<file path="src/rtl/assert_macros.svh">
// ----------------------------------------------------------------------------
// Assertion macros
// Shared concurrent assertion forms; define ASSERT_OFF to compile them out.
// ----------------------------------------------------------------------------
`ifndef ASSERT_MACROS_SVH
`define ASSERT_MACROS_SVH
`ifndef ASSERT_OFF
// Same-cycle implication
`define ASSERT_IMPLY(lbl, clk, rstn, ante, cons, msg) \
    lbl: assert property (@(posedge clk) disable iff (!rstn) (ante) |-> (cons)) else $error(msg);
// Next-cycle implication
`define ASSERT_NEXT(lbl, clk, rstn, ante, cons, msg) \
    lbl: assert property (@(posedge clk) disable iff (!rstn) (ante) |=> (cons)) else $error(msg);
`else
`define ASSERT_IMPLY(lbl, clk, rstn, ante, cons, msg)
`define ASSERT_NEXT(lbl, clk, rstn, ante, cons, msg)
`endif
`endif

</file>
<file path="src/rtl/plcx_pkg.sv">
// ----------------------------------------------------------------------------
// plcx_pkg
// Constants, codes, types and helper functions of the PLC list executor.
// ----------------------------------------------------------------------------
package plcx_pkg;

    localparam int MARKER_BYTES   = 64;
    localparam int NUM_TIMERS     = 8;
    localparam int NUM_COUNTERS   = 8;
    localparam int NUM_DI_PINS    = 32;
    localparam int NUM_AO         = 12;
    localparam int AREA_FIELD_POS = 16;

    localparam int MB_AW = $clog2(MARKER_BYTES);
    localparam int TI_W  = $clog2(NUM_TIMERS);
    localparam int CI_W  = $clog2(NUM_COUNTERS);
    localparam int DI_W  = $clog2(NUM_DI_PINS);
    localparam int AO_W  = $clog2(NUM_AO);

    localparam logic [7:0] TICK_INC_RESET = 8'd10;
    localparam logic [7:0] MB1_RESET      = 8'h05;
    localparam logic       REG_TICK_INC   = 1'b0;

    // item kinds
    localparam logic [1:0] OP_EXEC = 2'd0;
    localparam logic [1:0] OP_TICK = 2'd1;
    localparam logic [1:0] OP_EOS  = 2'd2;

    // opcodes
    localparam logic [7:0] OPC_A    = 8'd1;
    localparam logic [7:0] OPC_O    = 8'd2;
    localparam logic [7:0] OPC_AN   = 8'd3;
    localparam logic [7:0] OPC_ON   = 8'd4;
    localparam logic [7:0] OPC_ASG  = 8'd5;
    localparam logic [7:0] OPC_S    = 8'd6;
    localparam logic [7:0] OPC_R    = 8'd7;
    localparam logic [7:0] OPC_FP   = 8'd8;
    localparam logic [7:0] OPC_FN   = 8'd9;
    localparam logic [7:0] OPC_L    = 8'd10;
    localparam logic [7:0] OPC_T    = 8'd11;
    localparam logic [7:0] OPC_SP   = 8'd12;
    localparam logic [7:0] OPC_SE   = 8'd13;
    localparam logic [7:0] OPC_SD   = 8'd14;
    localparam logic [7:0] OPC_SS   = 8'd15;
    localparam logic [7:0] OPC_SF   = 8'd16;
    localparam logic [7:0] OPC_RT   = 8'd17;
    localparam logic [7:0] OPC_CU   = 8'd18;
    localparam logic [7:0] OPC_CD   = 8'd19;
    localparam logic [7:0] OPC_CS   = 8'd20;
    localparam logic [7:0] OPC_CR   = 8'd21;
    localparam logic [7:0] OPC_CL   = 8'd22;
    localparam logic [7:0] OPC_ADD  = 8'd23;
    localparam logic [7:0] OPC_SUB  = 8'd24;
    localparam logic [7:0] OPC_MUL  = 8'd25;
    localparam logic [7:0] OPC_DIV  = 8'd26;
    localparam logic [7:0] OPC_EQ   = 8'd27;
    localparam logic [7:0] OPC_NE   = 8'd28;
    localparam logic [7:0] OPC_GT   = 8'd29;
    localparam logic [7:0] OPC_LT   = 8'd30;
    localparam logic [7:0] OPC_GE   = 8'd31;
    localparam logic [7:0] OPC_LE   = 8'd32;
    localparam logic [7:0] OPC_JU   = 8'd33;
    localparam logic [7:0] OPC_JC   = 8'd34;
    localparam logic [7:0] OPC_JCN  = 8'd35;

    // areas
    localparam logic [7:0] AR_DI    = 8'd1;
    localparam logic [7:0] AR_T     = 8'd2;
    localparam logic [7:0] AR_MBIT  = 8'd3;
    localparam logic [7:0] AR_DO    = 8'd4;
    localparam logic [7:0] AR_CONST = 8'd5;
    localparam logic [7:0] AR_AI    = 8'd6;
    localparam logic [7:0] AR_MB    = 8'd7;
    localparam logic [7:0] AR_MW    = 8'd8;
    localparam logic [7:0] AR_MD    = 8'd9;
    localparam logic [7:0] AR_AO    = 8'd10;
    localparam logic [7:0] AR_C     = 8'd11;

    // controller to datapath
    typedef struct packed {
        logic       latch;
        logic       rd;
        logic       ex;
        logic [1:0] k;
        logic       mul;
        logic       div_start;
        logic       div_step;
        logic       fin;
    } cmd_t;

    // datapath to controller
    typedef struct packed {
        logic [1:0] nbytes_m1;
        logic       is_mul;
        logic       is_div;
        logic       div_last;
    } stat_t;

    // result word, last field in the lowest bits
    typedef struct packed {
        logic        div_by_zero;
        logic [7:0]  ao_value;
        logic [3:0]  ao_channel;
        logic        ao_write_valid;
        logic        do_value;
        logic [7:0]  do_pin;
        logic        do_write_valid;
        logic [7:0]  jump_target;
        logic        jump_taken;
        logic [31:0] accu_one;
        logic        rlo;
    } res_t;

    // clock-marker toggle intervals in ticks
    function automatic logic [7:0] clk_period(input int i);
        case (i)
            0: return 8'd10;
            1: return 8'd20;
            2: return 8'd40;
            3: return 8'd50;
            4: return 8'd80;
            5: return 8'd100;
            6: return 8'd160;
            default: return 8'd200;
        endcase
    endfunction

    // index modulo the analog-output count by compare and subtract
    function automatic logic [AO_W-1:0] ao_index(input logic [7:0] id);
        logic [15:0] r;
        r = {8'd0, id};
        for (int s = 7; s >= 0; s--) begin
            if (r >= (16'(NUM_AO) << s)) begin
                r = r - (16'(NUM_AO) << s);
            end
        end
        return r[AO_W-1:0];
    endfunction

endpackage

</file>
<file path="src/rtl/plc_statement_list_executor.sv">
// ----------------------------------------------------------------------------
// plc_statement_list_executor
// Top level: APB register, sequencer, datapath and output word register.
// ----------------------------------------------------------------------------
// One word in, one result word out. A word passes the accept, marker read,
// execute and finish states on its way to the output register; word and dword
// loads and transfers repeat the read/execute pair per byte, since the marker
// memory moves one byte per pair. A multiply adds a multiply state, a divide
// the radix-2 divider steps. The next word is accepted once the previous
// one sits in the output register, even if it has not been taken. Marker
// memory entries carry valid bits, so no clearing pass follows reset.
module plc_statement_list_executor import plcx_pkg::*; (
    input  logic        aclk,
    input  logic        aresetn,
    input  logic        s_tvalid,
    output logic        s_tready,
    input  logic [79:0] s_tdata,  // instruction, di_pins, buttons_byte, analog_value
    input  logic [1:0]  s_tuser,  // op
    output logic        m_tvalid,
    input  logic        m_tready,
    // rlo, accu_one, jump_taken, jump_target, do_write_valid, do_pin,
    // do_value, ao_write_valid, ao_channel, ao_value, div_by_zero
    output logic [71:0] m_tdata,
    input  logic        psel,
    input  logic        penable,
    input  logic        pwrite,
    input  logic [2:0]  paddr,
    input  logic [31:0] pwdata,
    output logic [31:0] prdata,
    output logic        pready
);

    cmd_t       cmd;
    stat_t      stat;
    res_t       res;
    res_t       out_reg;
    logic       m_valid_reg;
    logic       out_free;
    logic [7:0] tick_inc_reg;

    // configuration register
    assign pready = 1'b1;
    assign prdata = (paddr[2] == REG_TICK_INC) ? {24'd0, tick_inc_reg} : 32'd0;

    always_ff @(posedge aclk) begin
        if (!aresetn) begin
            tick_inc_reg <= TICK_INC_RESET;
        end else if (psel && penable && pwrite && pready && (paddr[2] == REG_TICK_INC)) begin
            tick_inc_reg <= pwdata[7:0];
        end
    end

    plcx_ctrl u_ctrl (
        .aclk     (aclk),
        .aresetn  (aresetn),
        .s_tvalid (s_tvalid),
        .s_tready (s_tready),
        .out_free (out_free),
        .stat     (stat),
        .cmd      (cmd)
    );

    plcx_dp u_dp (
        .aclk     (aclk),
        .aresetn  (aresetn),
        .cmd      (cmd),
        .s_tdata  (s_tdata),
        .s_tuser  (s_tuser),
        .tick_inc (tick_inc_reg),
        .stat     (stat),
        .res      (res)
    );

    // hold the result word until taken
    assign out_free = !m_valid_reg || m_tready;

    always_ff @(posedge aclk) begin
        if (!aresetn) begin
            m_valid_reg <= 1'b0;
        end else if (cmd.fin) begin
            m_valid_reg <= 1'b1;
        end else if (m_tready) begin
            m_valid_reg <= 1'b0;
        end
    end

    always_ff @(posedge aclk) begin
        if (cmd.fin) begin
            out_reg <= res;
        end
    end

    assign m_tvalid = m_valid_reg;
    assign m_tdata  = {6'd0, out_reg};

endmodule

</file>
<file path="src/rtl/plcx_ctrl.sv">
// ----------------------------------------------------------------------------
// plcx_ctrl
// Sequencer: byte-serial read/execute steps, multiply, divide and finish.
// ----------------------------------------------------------------------------
`include "assert_macros.svh"

module plcx_ctrl import plcx_pkg::*; (
    input  logic  aclk,
    input  logic  aresetn,
    input  logic  s_tvalid,
    output logic  s_tready,
    input  logic  out_free,
    input  stat_t stat,
    output cmd_t  cmd
);

    typedef enum logic [5:0] {
        ST_IDLE = 6'b000001,
        ST_RD   = 6'b000010,
        ST_EX   = 6'b000100,
        ST_MUL  = 6'b001000,
        ST_DIV  = 6'b010000,
        ST_FIN  = 6'b100000
    } state_t;

    state_t     state_reg, state_next;
    logic [1:0] k_reg, k_next;

    // next state and commands
    always_comb begin
        state_next    = state_reg;
        k_next        = k_reg;
        cmd           = '0;
        cmd.k         = k_reg;
        s_tready      = 1'b0;
        case (state_reg)
            ST_IDLE: begin
                s_tready = 1'b1;
                if (s_tvalid) begin
                    cmd.latch  = 1'b1;
                    k_next     = 2'd0;
                    state_next = ST_RD;
                end
            end
            ST_RD: begin
                cmd.rd     = 1'b1;
                state_next = ST_EX;
            end
            ST_EX: begin
                cmd.ex = 1'b1;
                if (k_reg != stat.nbytes_m1) begin
                    k_next     = k_reg + 2'd1;
                    state_next = ST_RD;
                end else if (stat.is_mul) begin
                    state_next = ST_MUL;
                end else if (stat.is_div) begin
                    cmd.div_start = 1'b1;
                    state_next    = ST_DIV;
                end else begin
                    state_next = ST_FIN;
                end
            end
            ST_MUL: begin
                cmd.mul    = 1'b1;
                state_next = ST_FIN;
            end
            ST_DIV: begin
                cmd.div_step = 1'b1;
                if (stat.div_last) begin
                    state_next = ST_FIN;
                end
            end
            ST_FIN: begin
                if (out_free) begin
                    cmd.fin    = 1'b1;
                    state_next = ST_IDLE;
                end
            end
            default: begin
                state_next = ST_IDLE;
            end
        endcase
    end

    // hold state
    always_ff @(posedge aclk) begin
        if (!aresetn) begin
            state_reg <= ST_IDLE;
            k_reg     <= 2'd0;
        end else begin
            state_reg <= state_next;
            k_reg     <= k_next;
        end
    end

    `ASSERT_NEXT(a_rd_then_ex, aclk, aresetn, state_reg == ST_RD, state_reg == ST_EX, "read step not followed by execute")
    `ASSERT_IMPLY(a_k_range, aclk, aresetn, state_reg == ST_EX, k_reg <= stat.nbytes_m1, "byte step beyond access width")
    `ASSERT_NEXT(a_fin_hold, aclk, aresetn, state_reg == ST_FIN && !out_free, state_reg == ST_FIN, "result dropped while output full")

endmodule

</file>
<file path="src/rtl/plcx_dp.sv">
// ----------------------------------------------------------------------------
// plcx_dp
// Datapath: item latch, marker memory, timers, counters, accumulators, divider.
// ----------------------------------------------------------------------------
module plcx_dp import plcx_pkg::*; (
    input  logic        aclk,
    input  logic        aresetn,
    input  cmd_t        cmd,
    input  logic [79:0] s_tdata,  // instruction, di_pins, buttons_byte, analog_value
    input  logic [1:0]  s_tuser,  // op
    input  logic [7:0]  tick_inc,
    output stat_t       stat,
    output res_t        res
);

    // latched item
    logic [1:0]  op_reg;
    logic [31:0] ins_reg, di_reg;
    logic [7:0]  btn_reg, ain_reg;

    logic [7:0] opc, area, id;
    logic [2:0] bsel;
    assign opc  = ins_reg[31:24];
    assign area = ins_reg[AREA_FIELD_POS +: 8];
    assign id   = ins_reg[11:4];
    assign bsel = ins_reg[2:0];

    // state
    logic [7:0]  mb0_reg, mb1_reg;
    logic [7:0]  mem [MARKER_BYTES];
    logic [MARKER_BYTES-1:0] mvld_reg;
    logic [7:0]  mem_q_reg;
    logic        vld_q_reg;
    logic [7:0]  ts_reg [NUM_TIMERS];
    logic [31:0] te_reg [NUM_TIMERS];
    logic [31:0] cnt_reg [NUM_COUNTERS];
    logic [7:0]  pre_reg [8];
    logic [7:0]  ao_reg [NUM_AO];
    logic [7:0]  cs_reg;
    logic [31:0] acc0_reg, acc1_reg, ld_tmp_reg;
    logic        rlo_reg, fc_reg;

    // per-item result flags
    logic       jt_reg, dov_reg, doval_reg, aov_reg, dz_reg;
    logic [7:0] jtgt_reg, dopin_reg, aoval_reg;
    logic [3:0] aoch_reg;

    // divider
    logic [31:0] rem_reg, quo_reg, dvs_reg;
    logic        neg_reg;
    logic [4:0]  dcnt_reg;

    // addressing
    logic [9:0]       mlin;
    logic [MB_AW-1:0] midx;
    logic [TI_W-1:0]  tidx;
    logic [CI_W-1:0]  cidx;
    logic [AO_W-1:0]  aidx;
    logic             area_marker;

    assign area_marker = (area == AR_MBIT) || (area == AR_MB) ||
                         (area == AR_MW) || (area == AR_MD);
    assign tidx = id[TI_W-1:0];
    assign cidx = id[CI_W-1:0];
    assign aidx = ao_index(id);

    // scale the index by the access width only for multi-byte loads and transfers
    always_comb begin
        case (stat.nbytes_m1)
            2'd1:    mlin = {1'b0, id, 1'b0} | {8'd0, cmd.k};
            2'd3:    mlin = {id, 2'b00} | {8'd0, cmd.k};
            default: mlin = {2'b00, id};
        endcase
    end
    assign midx = mlin[MB_AW-1:0];

    // byte and bit read
    logic [7:0] byte_val;
    logic       bit_val;
    always_comb begin
        if (area_marker) begin
            if (midx == MB_AW'(0))      byte_val = mb0_reg;
            else if (midx == MB_AW'(1)) byte_val = mb1_reg;
            else if (midx == MB_AW'(2)) byte_val = btn_reg;
            else                        byte_val = vld_q_reg ? mem_q_reg : 8'd0;
        end else begin
            case (area)
                AR_T:    byte_val = ts_reg[tidx];
                AR_AI:   byte_val = ain_reg;
                AR_AO:   byte_val = ao_reg[aidx];
                AR_C:    byte_val = cs_reg;
                default: byte_val = 8'd0;
            endcase
        end
    end
    assign bit_val = (area == AR_DI) ? di_reg[id[DI_W-1:0]] : byte_val[bsel];

    // execute step
    logic        last;
    logic        rlo_next, fc_next;
    logic [31:0] acc0_next, acc1_next, ld_tmp_next;
    logic        bwr_en, dow_en, dow_val, bit_we, bit_wv, lvl, bv;
    logic [7:0]  bwr_val, tstat;
    logic        te_clr, te_gt, cnt_we, jt_set, dz_set;
    logic [31:0] cnt_val;
    logic [7:0]  bmask;

    assign last  = (cmd.k == stat.nbytes_m1);
    assign te_gt = te_reg[tidx] > acc0_reg;
    assign bmask = 8'd1 << bsel;
    assign ld_tmp_next = ld_tmp_reg | (32'(byte_val) << {cmd.k, 3'b000});

    always_comb begin
        rlo_next  = rlo_reg;
        fc_next   = fc_reg;
        acc0_next = acc0_reg;
        acc1_next = acc1_reg;
        bwr_en    = 1'b0;
        bwr_val   = byte_val;
        dow_en    = 1'b0;
        dow_val   = 1'b0;
        bit_we    = 1'b0;
        bit_wv    = 1'b0;
        lvl       = 1'b0;
        bv        = 1'b0;
        tstat     = byte_val;
        te_clr    = 1'b0;
        cnt_we    = 1'b0;
        cnt_val   = cnt_reg[cidx];
        jt_set    = 1'b0;
        dz_set    = 1'b0;
        if (op_reg == OP_EXEC) begin
            case (opc)
                OPC_A, OPC_O, OPC_AN, OPC_ON: begin
                    bv = bit_val ^ ((opc == OPC_AN) || (opc == OPC_ON));
                    if (fc_reg) rlo_next = bv;
                    else if ((opc == OPC_A) || (opc == OPC_AN)) rlo_next = rlo_reg & bv;
                    else rlo_next = rlo_reg | bv;
                    fc_next = 1'b0;
                end
                OPC_ASG: begin
                    bit_we  = 1'b1;
                    bit_wv  = rlo_reg;
                    fc_next = 1'b1;
                end
                OPC_S, OPC_R: begin
                    bit_we  = rlo_reg;
                    bit_wv  = (opc == OPC_S);
                    fc_next = 1'b1;
                end
                OPC_FP, OPC_FN: begin
                    lvl      = (opc == OPC_FP);
                    bit_we   = !((rlo_reg == lvl) && (bit_val == lvl));
                    bit_wv   = rlo_reg;
                    rlo_next = (rlo_reg == lvl) && (bit_val != lvl);
                    fc_next  = 1'b0;
                end
                OPC_L: begin
                    if (last) begin
                        acc1_next = acc0_reg;
                        acc0_next = (area == AR_CONST) ? {16'd0, ins_reg[15:0]} : ld_tmp_next;
                    end
                end
                OPC_T: begin
                    bwr_en  = 1'b1;
                    bwr_val = acc0_reg[{cmd.k, 3'b000} +: 8];
                    if (last) begin
                        acc0_next = acc1_reg;
                        acc1_next = 32'd0;
                    end
                end
                OPC_SP: begin
                    if (rlo_reg) begin
                        if (!tstat[1]) begin tstat = 8'd3; te_clr = 1'b1; end
                        if (!te_clr && te_gt && tstat[1]) tstat[0] = 1'b0;
                    end else tstat[1:0] = 2'b00;
                    fc_next = 1'b1;
                end
                OPC_SE: begin
                    if (rlo_reg && !tstat[1]) begin tstat = 8'd3; te_clr = 1'b1; end
                    if (!te_clr && te_gt && tstat[1]) tstat[1:0] = 2'b00;
                    fc_next = 1'b1;
                end
                OPC_SD: begin
                    if (rlo_reg) begin
                        if (!tstat[1]) begin tstat = 8'd2; te_clr = 1'b1; end
                        if (!te_clr && te_gt && tstat[1]) tstat[0] = 1'b1;
                    end else tstat[1:0] = 2'b00;
                    fc_next = 1'b1;
                end
                OPC_SS: begin
                    if (rlo_reg && !tstat[1]) begin tstat = 8'd2; te_clr = 1'b1; end
                    if (!te_clr && te_gt && tstat[1]) tstat[0] = 1'b1;
                    fc_next = 1'b1;
                end
                OPC_SF: begin
                    if (rlo_reg) begin
                        if (!tstat[1]) tstat[0] = 1'b1;
                    end else begin
                        if (tstat[1:0] == 2'b01) begin tstat[1:0] = 2'b11; te_clr = 1'b1; end
                        if (!te_clr && te_gt && tstat[1]) tstat[1:0] = 2'b00;
                    end
                    fc_next = 1'b1;
                end
                OPC_RT: begin
                    if (rlo_reg) tstat[1:0] = 2'b00;
                    fc_next = 1'b1;
                end
                OPC_CU, OPC_CD, OPC_CS, OPC_CR: begin
                    cnt_we = rlo_reg;
                    case (opc)
                        OPC_CU:  cnt_val = cnt_reg[cidx] + 32'd1;
                        OPC_CD:  cnt_val = cnt_reg[cidx] - 32'd1;
                        OPC_CS:  cnt_val = acc0_reg;
                        default: cnt_val = 32'd0;
                    endcase
                    fc_next = 1'b1;
                end
                OPC_CL: begin
                    acc1_next = acc0_reg;
                    acc0_next = cnt_reg[cidx];
                end
                OPC_ADD: acc0_next = acc1_reg + acc0_reg;
                OPC_SUB: acc0_next = acc1_reg - acc0_reg;
                OPC_DIV: begin
                    if (acc0_reg == 32'd0) dz_set = 1'b1;
                end
                OPC_EQ, OPC_NE, OPC_GT, OPC_LT, OPC_GE, OPC_LE: begin
                    case (opc)
                        OPC_EQ:  rlo_next = acc1_reg == acc0_reg;
                        OPC_NE:  rlo_next = acc1_reg != acc0_reg;
                        OPC_GT:  rlo_next = $signed(acc1_reg) > $signed(acc0_reg);
                        OPC_LT:  rlo_next = $signed(acc1_reg) < $signed(acc0_reg);
                        OPC_GE:  rlo_next = $signed(acc1_reg) >= $signed(acc0_reg);
                        default: rlo_next = $signed(acc1_reg) <= $signed(acc0_reg);
                    endcase
                    fc_next = 1'b0;
                end
                OPC_JU, OPC_JC, OPC_JCN: begin
                    jt_set = (opc == OPC_JU) || ((opc == OPC_JC) && rlo_reg) ||
                             ((opc == OPC_JCN) && !rlo_reg);
                    if (opc != OPC_JU) fc_next = 1'b1;
                end
                default: begin
                end
            endcase
            // timer status write back when changed
            if ((opc >= OPC_SP) && (opc <= OPC_RT)) begin
                bwr_en  = tstat != byte_val;
                bwr_val = tstat;
            end
            // bit write: pin report or read-modify-write of the byte
            if (bit_we) begin
                if (area == AR_DO) begin
                    dow_en  = 1'b1;
                    dow_val = bit_wv;
                end else begin
                    bwr_en  = 1'b1;
                    bwr_val = (byte_val & ~bmask) | (bit_wv ? bmask : 8'd0);
                end
            end
        end else if (op_reg == OP_EOS) begin
            acc0_next = 32'd0;
            acc1_next = 32'd0;
            rlo_next  = 1'b0;
            fc_next   = 1'b1;
        end
    end

    logic mem_we;
    assign mem_we = cmd.ex && bwr_en && area_marker && (midx > MB_AW'(2));

    // divider step
    logic [32:0] rtry, rsub;
    logic        dge;
    logic [31:0] qfin, a1_abs, a0_abs;
    assign rtry   = {rem_reg, quo_reg[31]};
    assign dge    = rtry >= {1'b0, dvs_reg};
    assign rsub   = rtry - {1'b0, dvs_reg};
    assign qfin   = {quo_reg[30:0], dge};
    assign a1_abs = acc1_reg[31] ? -acc1_reg : acc1_reg;
    assign a0_abs = acc0_reg[31] ? -acc0_reg : acc0_reg;

    logic [31:0] prod;
    assign prod = acc1_reg * acc0_reg;

    // latch item, marker memory, divider data
    always_ff @(posedge aclk) begin
        if (cmd.latch) begin
            op_reg  <= s_tuser;
            ins_reg <= s_tdata[31:0];
            di_reg  <= s_tdata[63:32];
            btn_reg <= s_tdata[71:64];
            ain_reg <= s_tdata[79:72];
        end
        if (cmd.rd) begin
            mem_q_reg <= mem[midx];
            vld_q_reg <= mvld_reg[midx];
        end
        if (mem_we) begin
            mem[midx] <= bwr_val;
        end
        if (cmd.div_start) begin
            rem_reg  <= 32'd0;
            quo_reg  <= a1_abs;
            dvs_reg  <= a0_abs;
            neg_reg  <= acc1_reg[31] ^ acc0_reg[31];
        end else if (cmd.div_step) begin
            rem_reg <= dge ? rsub[31:0] : rtry[31:0];
            quo_reg <= qfin;
        end
    end

    // architectural state
    always_ff @(posedge aclk) begin
        if (!aresetn) begin
            mb0_reg    <= 8'd0;
            mb1_reg    <= MB1_RESET;
            mvld_reg   <= '0;
            cs_reg     <= 8'd0;
            acc0_reg   <= 32'd0;
            acc1_reg   <= 32'd0;
            rlo_reg    <= 1'b1;
            fc_reg     <= 1'b1;
            dcnt_reg   <= 5'd0;
            for (int i = 0; i < NUM_TIMERS; i++) begin
                ts_reg[i] <= 8'd0;
                te_reg[i] <= 32'd0;
            end
            for (int i = 0; i < NUM_COUNTERS; i++) cnt_reg[i] <= 32'd0;
            for (int i = 0; i < 8; i++) pre_reg[i] <= 8'd0;
            for (int i = 0; i < NUM_AO; i++) ao_reg[i] <= 8'd0;
        end else begin
            if (cmd.ex) begin
                rlo_reg  <= rlo_next;
                fc_reg   <= fc_next;
                acc0_reg <= acc0_next;
                acc1_reg <= acc1_next;
                if (op_reg == OP_TICK) begin
                    // advance timers and clock-marker prescalers
                    for (int i = 0; i < NUM_TIMERS; i++) te_reg[i] <= te_reg[i] + 32'(tick_inc);
                    for (int i = 0; i < 8; i++) begin
                        if (pre_reg[i] + 8'd1 >= clk_period(i)) begin
                            pre_reg[i] <= 8'd0;
                            mb0_reg[i] <= ~mb0_reg[i];
                        end else begin
                            pre_reg[i] <= pre_reg[i] + 8'd1;
                        end
                    end
                end else if (op_reg == OP_EOS) begin
                    mb1_reg[0] <= 1'b0;
                end
                if (te_clr) te_reg[tidx] <= 32'd0;
                if (cnt_we) cnt_reg[cidx] <= cnt_val;
                if (bwr_en) begin
                    if (area_marker) begin
                        if (midx == MB_AW'(0)) mb0_reg <= bwr_val;
                        else if (midx == MB_AW'(1)) mb1_reg <= bwr_val;
                        else if (midx != MB_AW'(2)) mvld_reg[midx] <= 1'b1;
                    end else begin
                        case (area)
                            AR_T:    ts_reg[tidx] <= bwr_val;
                            AR_AO:   ao_reg[aidx] <= bwr_val;
                            AR_C:    cs_reg <= bwr_val;
                            default: begin
                            end
                        endcase
                    end
                end
            end
            if (cmd.mul) acc0_reg <= prod;
            if (cmd.div_start) begin
                dcnt_reg <= 5'd0;
            end else if (cmd.div_step) begin
                dcnt_reg <= dcnt_reg + 5'd1;
                if (stat.div_last) acc0_reg <= neg_reg ? -qfin : qfin;
            end
        end
    end

    // per-item report fields
    always_ff @(posedge aclk) begin
        if (cmd.latch) begin
            jt_reg    <= 1'b0;
            jtgt_reg  <= 8'd0;
            dov_reg   <= 1'b0;
            dopin_reg <= 8'd0;
            doval_reg <= 1'b0;
            aov_reg   <= 1'b0;
            aoch_reg  <= 4'd0;
            aoval_reg <= 8'd0;
            dz_reg    <= 1'b0;
            ld_tmp_reg <= 32'd0;
        end else if (cmd.ex) begin
            ld_tmp_reg <= ld_tmp_next;
            if (jt_set) begin
                jt_reg   <= 1'b1;
                jtgt_reg <= ins_reg[7:0];
            end
            if (dz_set) dz_reg <= 1'b1;
            if (dow_en) begin
                dov_reg   <= 1'b1;
                dopin_reg <= id;
                doval_reg <= dow_val;
            end
            if (bwr_en && !area_marker && (area == AR_AO)) begin
                aov_reg   <= 1'b1;
                aoch_reg  <= 4'(aidx);
                aoval_reg <= bwr_val;
            end
        end
    end

    // status
    always_comb begin
        stat.nbytes_m1 = 2'd0;
        if ((op_reg == OP_EXEC) && ((opc == OPC_L) || (opc == OPC_T))) begin
            if (area == AR_MW) stat.nbytes_m1 = 2'd1;
            else if (area == AR_MD) stat.nbytes_m1 = 2'd3;
        end
        stat.is_mul   = (op_reg == OP_EXEC) && (opc == OPC_MUL);
        stat.is_div   = (op_reg == OP_EXEC) && (opc == OPC_DIV) && (acc0_reg != 32'd0);
        stat.div_last = dcnt_reg == 5'd31;
    end

    assign res.div_by_zero    = dz_reg;
    assign res.ao_value       = aoval_reg;
    assign res.ao_channel     = aoch_reg;
    assign res.ao_write_valid = aov_reg;
    assign res.do_value       = doval_reg;
    assign res.do_pin         = dopin_reg;
    assign res.do_write_valid = dov_reg;
    assign res.jump_target    = jtgt_reg;
    assign res.jump_taken     = jt_reg;
    assign res.accu_one       = acc0_reg;
    assign res.rlo            = rlo_reg;

endmodule

</file>
<file path="config.mk">
export PLATFORM = sky130hd
export DESIGN_NAME = plc_statement_list_executor
export DESIGN_NICKNAME = d
export VERILOG_FILES = /design/src/rtl/plcx_pkg.sv /design/src/rtl/plc_statement_list_executor.sv /design/src/rtl/plcx_ctrl.sv /design/src/rtl/plcx_dp.sv
export VERILOG_INCLUDE_DIRS = /design/src /design/src/rtl
export SDC_FILE = /design/constraint.sdc
export NUM_CORES = 2
export LEC_CHECK = 0
export BUFFER_PORTS_ARGS = -buffer_cell sky130_fd_sc_hd__buf_4
export CAP_MARGIN = 10
export CORE_AREA = 2 2 559 506
export CTS_BUF_LIST = sky130_fd_sc_hd__clkbuf_8
export CTS_CLUSTER_SIZE = 28
export DETAILED_ROUTE_END_ITERATION = 7
export DIE_AREA = 0 0 561 508
export PLACE_DENSITY = 0.54
export SETUP_SLACK_MARGIN = 0.3
export SLEW_MARGIN = 15
export SYNTH_ARGS = -nofsm -noshare
export SYNTH_HDL_FRONTEND = slang
export SYNTH_SLANG_ARGS = --single-unit
</file>
<file path="constraint.sdc">
create_clock -name aclk -period 11.32 [get_ports aclk]
set_input_delay 3.396 -clock aclk [delete_from_list [all_inputs] [get_ports aclk]]
set_output_delay 3.396 -clock aclk [all_outputs]
set_load 0.02 [all_outputs]
</file>
==> flow_summary.json <==
{
  "post-route-period-util_pct": 92.2,
  "cts_buffer_depth": 4,
  "fp.coreArea_sq_um": 280000,
  "ys_ff_latch": 1778,
  "internal_power_mw": 11.3,
  "drc": 0,
  "critPathLaunchType": "flop",
  "placed_cells": 13800,
  "arrival_ns": 11.03,
  "ir_drop_mv": 0.138,
  "initial_core_util_pct": 37.7,
  "top_layer": "met5",
  "detailed_place_hpwl_mm": 250,
  "wl_per_cell_um": 25.7,
  "avgSynthCellArea_sq_um": 10.4,
  "clock_sinks": 1778,
  "n_fill_cell": 27000,
  "hold_path.class": "reg2reg",
  "tns_ns": 0,
  "p_leak_nw": 45.7,
  "powerDensity_nw_per_um2": 141,
  "io_buffers": 173,
  "hold_violations": 0,
  "whs_ns": 0.431,
  "grt_use_total_pct": 25.4,
  "max_freq_ghz": 0.0959,
  "ant_nets": 0,
  "pwr-share-comb_pct": 20.0,
  "finalWeightedCongestion": 0.975,
  "dr.pass1.iters": 7,
  "cts_resized": 0,
  "min_period_ns": 10.43,
  "post_cts.repair.setup_buffers": 0,
  "syn_inst": 10200,
  "dieWidth_um": 561,
  "drv_cap": 0,
  "die-area_sq_um": 285000,
  "slew-limit-headroom_pct": 17.8,
  "layout-area-overhead-vs-synth_pct": 11.9,
  "worst-setup-path-type": "reg2reg",
  "clkPwrFrac_pct": 35.8,
  "crit_path_max_fanout": 31,
  "m1WireLength_mm": 154,
  "wl_met2_mm": 167,
  "crit_path_top_delay_cell": "nor4_2",
  "grt_pass1_vias": 80800,
  "worst_slack_ns": 0.887,
  "synth_async_sr_flop_share_pct": 0,
  "grt_max_degree": 131,
  "switching_power_mw": 5.31,
  "slew_violations": 0,
  "die_h_um": 508,
  "clkTransAtPathRegs_ns": 0.06,
  "largest_register_ffs": 512,
  "critPathMaxStageDelay_ns": 0.99,
  "cts-buffers-inserted": 316,
  "grt_antenna_before_repair": 16,
  "tightest_slew_ns": 1.22,
  "clk_latency_ns": 1.03,
  "end_kind": "flop",
  "crit_required_ns": 11.91,
  "seqPwrFrac_pct": 44.2,
  "fin_skew_ns": 0.120,
  "wl_met3_mm": 31.6,
  "postCtsHoldBufs": 0,
  "grt_overflow_total": 0,
  "grt_pass1_wl_mm": 542,
  "instances_no_fill": 14400,
  "cts_tree": "built",
  "synth-edff-count": 1246,
  "drive_above_1_share_pct": 13.1,
  "num_io_pins": 231,
  "cts.htree.levels": 5,
  "drtIter0Drc": 8447,
  "ff_latch_area_sq_um": 48100,
  "finalSetupViolCount": 0,
  "dp_slack_ns": 1.11,
  "ys_warn_count": 0,
  "synth_area_sq_um": 106000,
  "yosys_most_used_dff": "edfxtp_1",
  "power.total_mw": 16.6,
  "cts_root_buffer": "clkbuf_8",
  "drt_wl_total_mm": 369,
  "switching_share_pct": 31.9,
  "nets": 11300,
  "multi_input_area_sq_um": 53300,
  "ys_types": 110,
  "rows": 185,
  "vias_per_cell": 5.69,
  "rsz0062_at_grt": "false",
  "synth_seq_area_share_pct": 45.5,
  "vias": 81800,
  "status": "complete, no violations"
}
-- critical path: cells and delay by family (launching register included) --
family / cells / cell delay, ns
flip-flops: 1 / 0.50
AO/OA/AOI/OAI: 10 / 3.71
adder cells (fa/ha/maj): 4 / 1.04
XOR/XNOR: 2 / 0.33
buffers and inverters: 3 / 0.67
AND/OR/NAND/NOR: 11 / 3.64
-- power groups by stage --
stage	registers, mW	clock network, mW	logic [mW]
after CTS	7.36	6.09	3.30
after detailed placement	7.50	0	3.28
after floorplan	7.36	0	2.15
final	7.36	5.95	3.33
after global placement	7.49	0	3.25
after global routing	7.38	6.34	3.52
-- cell families after synthesis --
kind of cell             share of synthesized area [%]
AO/OA/AOI/OAI                                     12.1
AND/OR/NAND/NOR                                   14.9
multiplexers                                      5.86
adder cells (fa/ha/maj)                           12.4
buffers and inverters                             5.11
other                                          0.00711
flip-flops                                        45.5
XOR/XNOR                                          4.13
-- layout by cell type, fill, tap and decap left out, types with 44 or more instances in the layout --
master / count
inv_1: 818
clkbuf_8: 362
a31oi_1: 51
o31ai_1: 48
o22ai_1: 44
nand2b_1: 50
a21oi_1: 596
mux2i_1: 102
nor3_1: 121
buf_4: 440
mux2_2: 64
nand4_1: 59
dfxtp_1: 515
or3_1: 46
xnor2_1: 269
ha_1: 372
o21a_1: 91
o21ai_0: 329
a211oi_1: 80
and3_1: 74
xor2_1: 230
nor2b_1: 60
nor2_1: 1105
a21o_1: 126
fa_1: 420
nand2_1: 1269
nor4_2: 105
mux4_2: 196
and2_1: 121
nor4_1: 51
nand3_1: 247
a221oi_1: 69
conb_1: 71
edfxtp_1: 1246
a221o_1: 47
-- stage by stage --
stage          instance area, sq um  util, %
6_report                     118000     42.2
5_1_grt                      118000     42.2
4_1_cts                      118000     42.2
3_5_place_dp                 112000     40.0
3_3_place_gp                 112000     40.0
2_1_floorplan                106000        -
-- Yosys cell counts (21+ instances only) --
cell type | count | share of area [%]
nor2_1 | 1114 | 4.0
o211ai_1 | 38 | 0.27
and3_1 | 74 | 0.44
mux2i_1 | 105 | 0.99
o221ai_1 | 33 | 0.27
o21a_1 | 92 | 0.65
xnor2_1 | 269 | 2.2
a222oi_1 | 39 | 0.37
a21boi_0 | 21 | 0.15
nand3_1 | 247 | 1.2
ha_1 | 372 | 4.4
buf_2 | 32 | 0.15
fa_1 | 420 | 8.0
o21bai_1 | 39 | 0.28
a211oi_1 | 80 | 0.57
o21ai_1 | 39 | 0.18
o22ai_1 | 46 | 0.27
nor3_1 | 126 | 0.60
clkbuf_1 | 504 | 1.8
mux2_2 | 65 | 0.69
inv_1 | 713 | 2.5
buf_1 | 91 | 0.32
a21oi_1 | 598 | 2.8
nor4_2 | 67 | 0.79
a221oi_1 | 69 | 0.57
nand2_1 | 1271 | 4.5
a31oi_1 | 52 | 0.31
a21o_1 | 126 | 0.89
a22oi_1 | 30 | 0.21
nor2b_1 | 61 | 0.36
dfxtp_1 | 532 | 10
o21ai_0 | 330 | 1.6
nand4_1 | 59 | 0.35
edfxtp_1 | 1246 | 35
nand2b_1 | 51 | 0.30
buf_4 | 31 | 0.22
or4_1 | 23 | 0.16
and2_1 | 122 | 0.72
o41ai_1 | 25 | 0.21
or3_1 | 46 | 0.27
o31ai_1 | 50 | 0.36
a221o_1 | 47 | 0.45
mux4_2 | 196 | 4.2
nor4_1 | 103 | 0.61
xor2_1 | 230 | 1.9
-- routing by layer --
layer	up-vias	track usage, %
li1	36400	-
met1	40900	34.1
met2	3649	40.2
met3	848	4.76
met4	12	10.9
met5	-	0
-- final cells by class --
class                      count  area share (%)
inverter                     718            2.28
clock inverter               203           0.974
antenna                        5          0.0106
timing repair buffer         446            2.89
sequential                  1778            40.7
clock buffer                 362            4.21
multi-input combinational   7113            45.0
tap                         3740            3.96
-- worst paths after layout --
path,startpoint,endpoint,slack (ns),depth (start not counted)
setup / recovery,u_dp.ins_reg[11],u_dp.mem[44][0],0.89,30
hold reg to reg,u_dp.jt_reg,m_tdata[33],0.43,0
hold / removal,u_dp.jt_reg,m_tdata[33],0.43,0
setup reg to reg,u_dp.ins_reg[11],u_dp.mem[44][0],0.89,30
(Power assumes the default switching activity.)
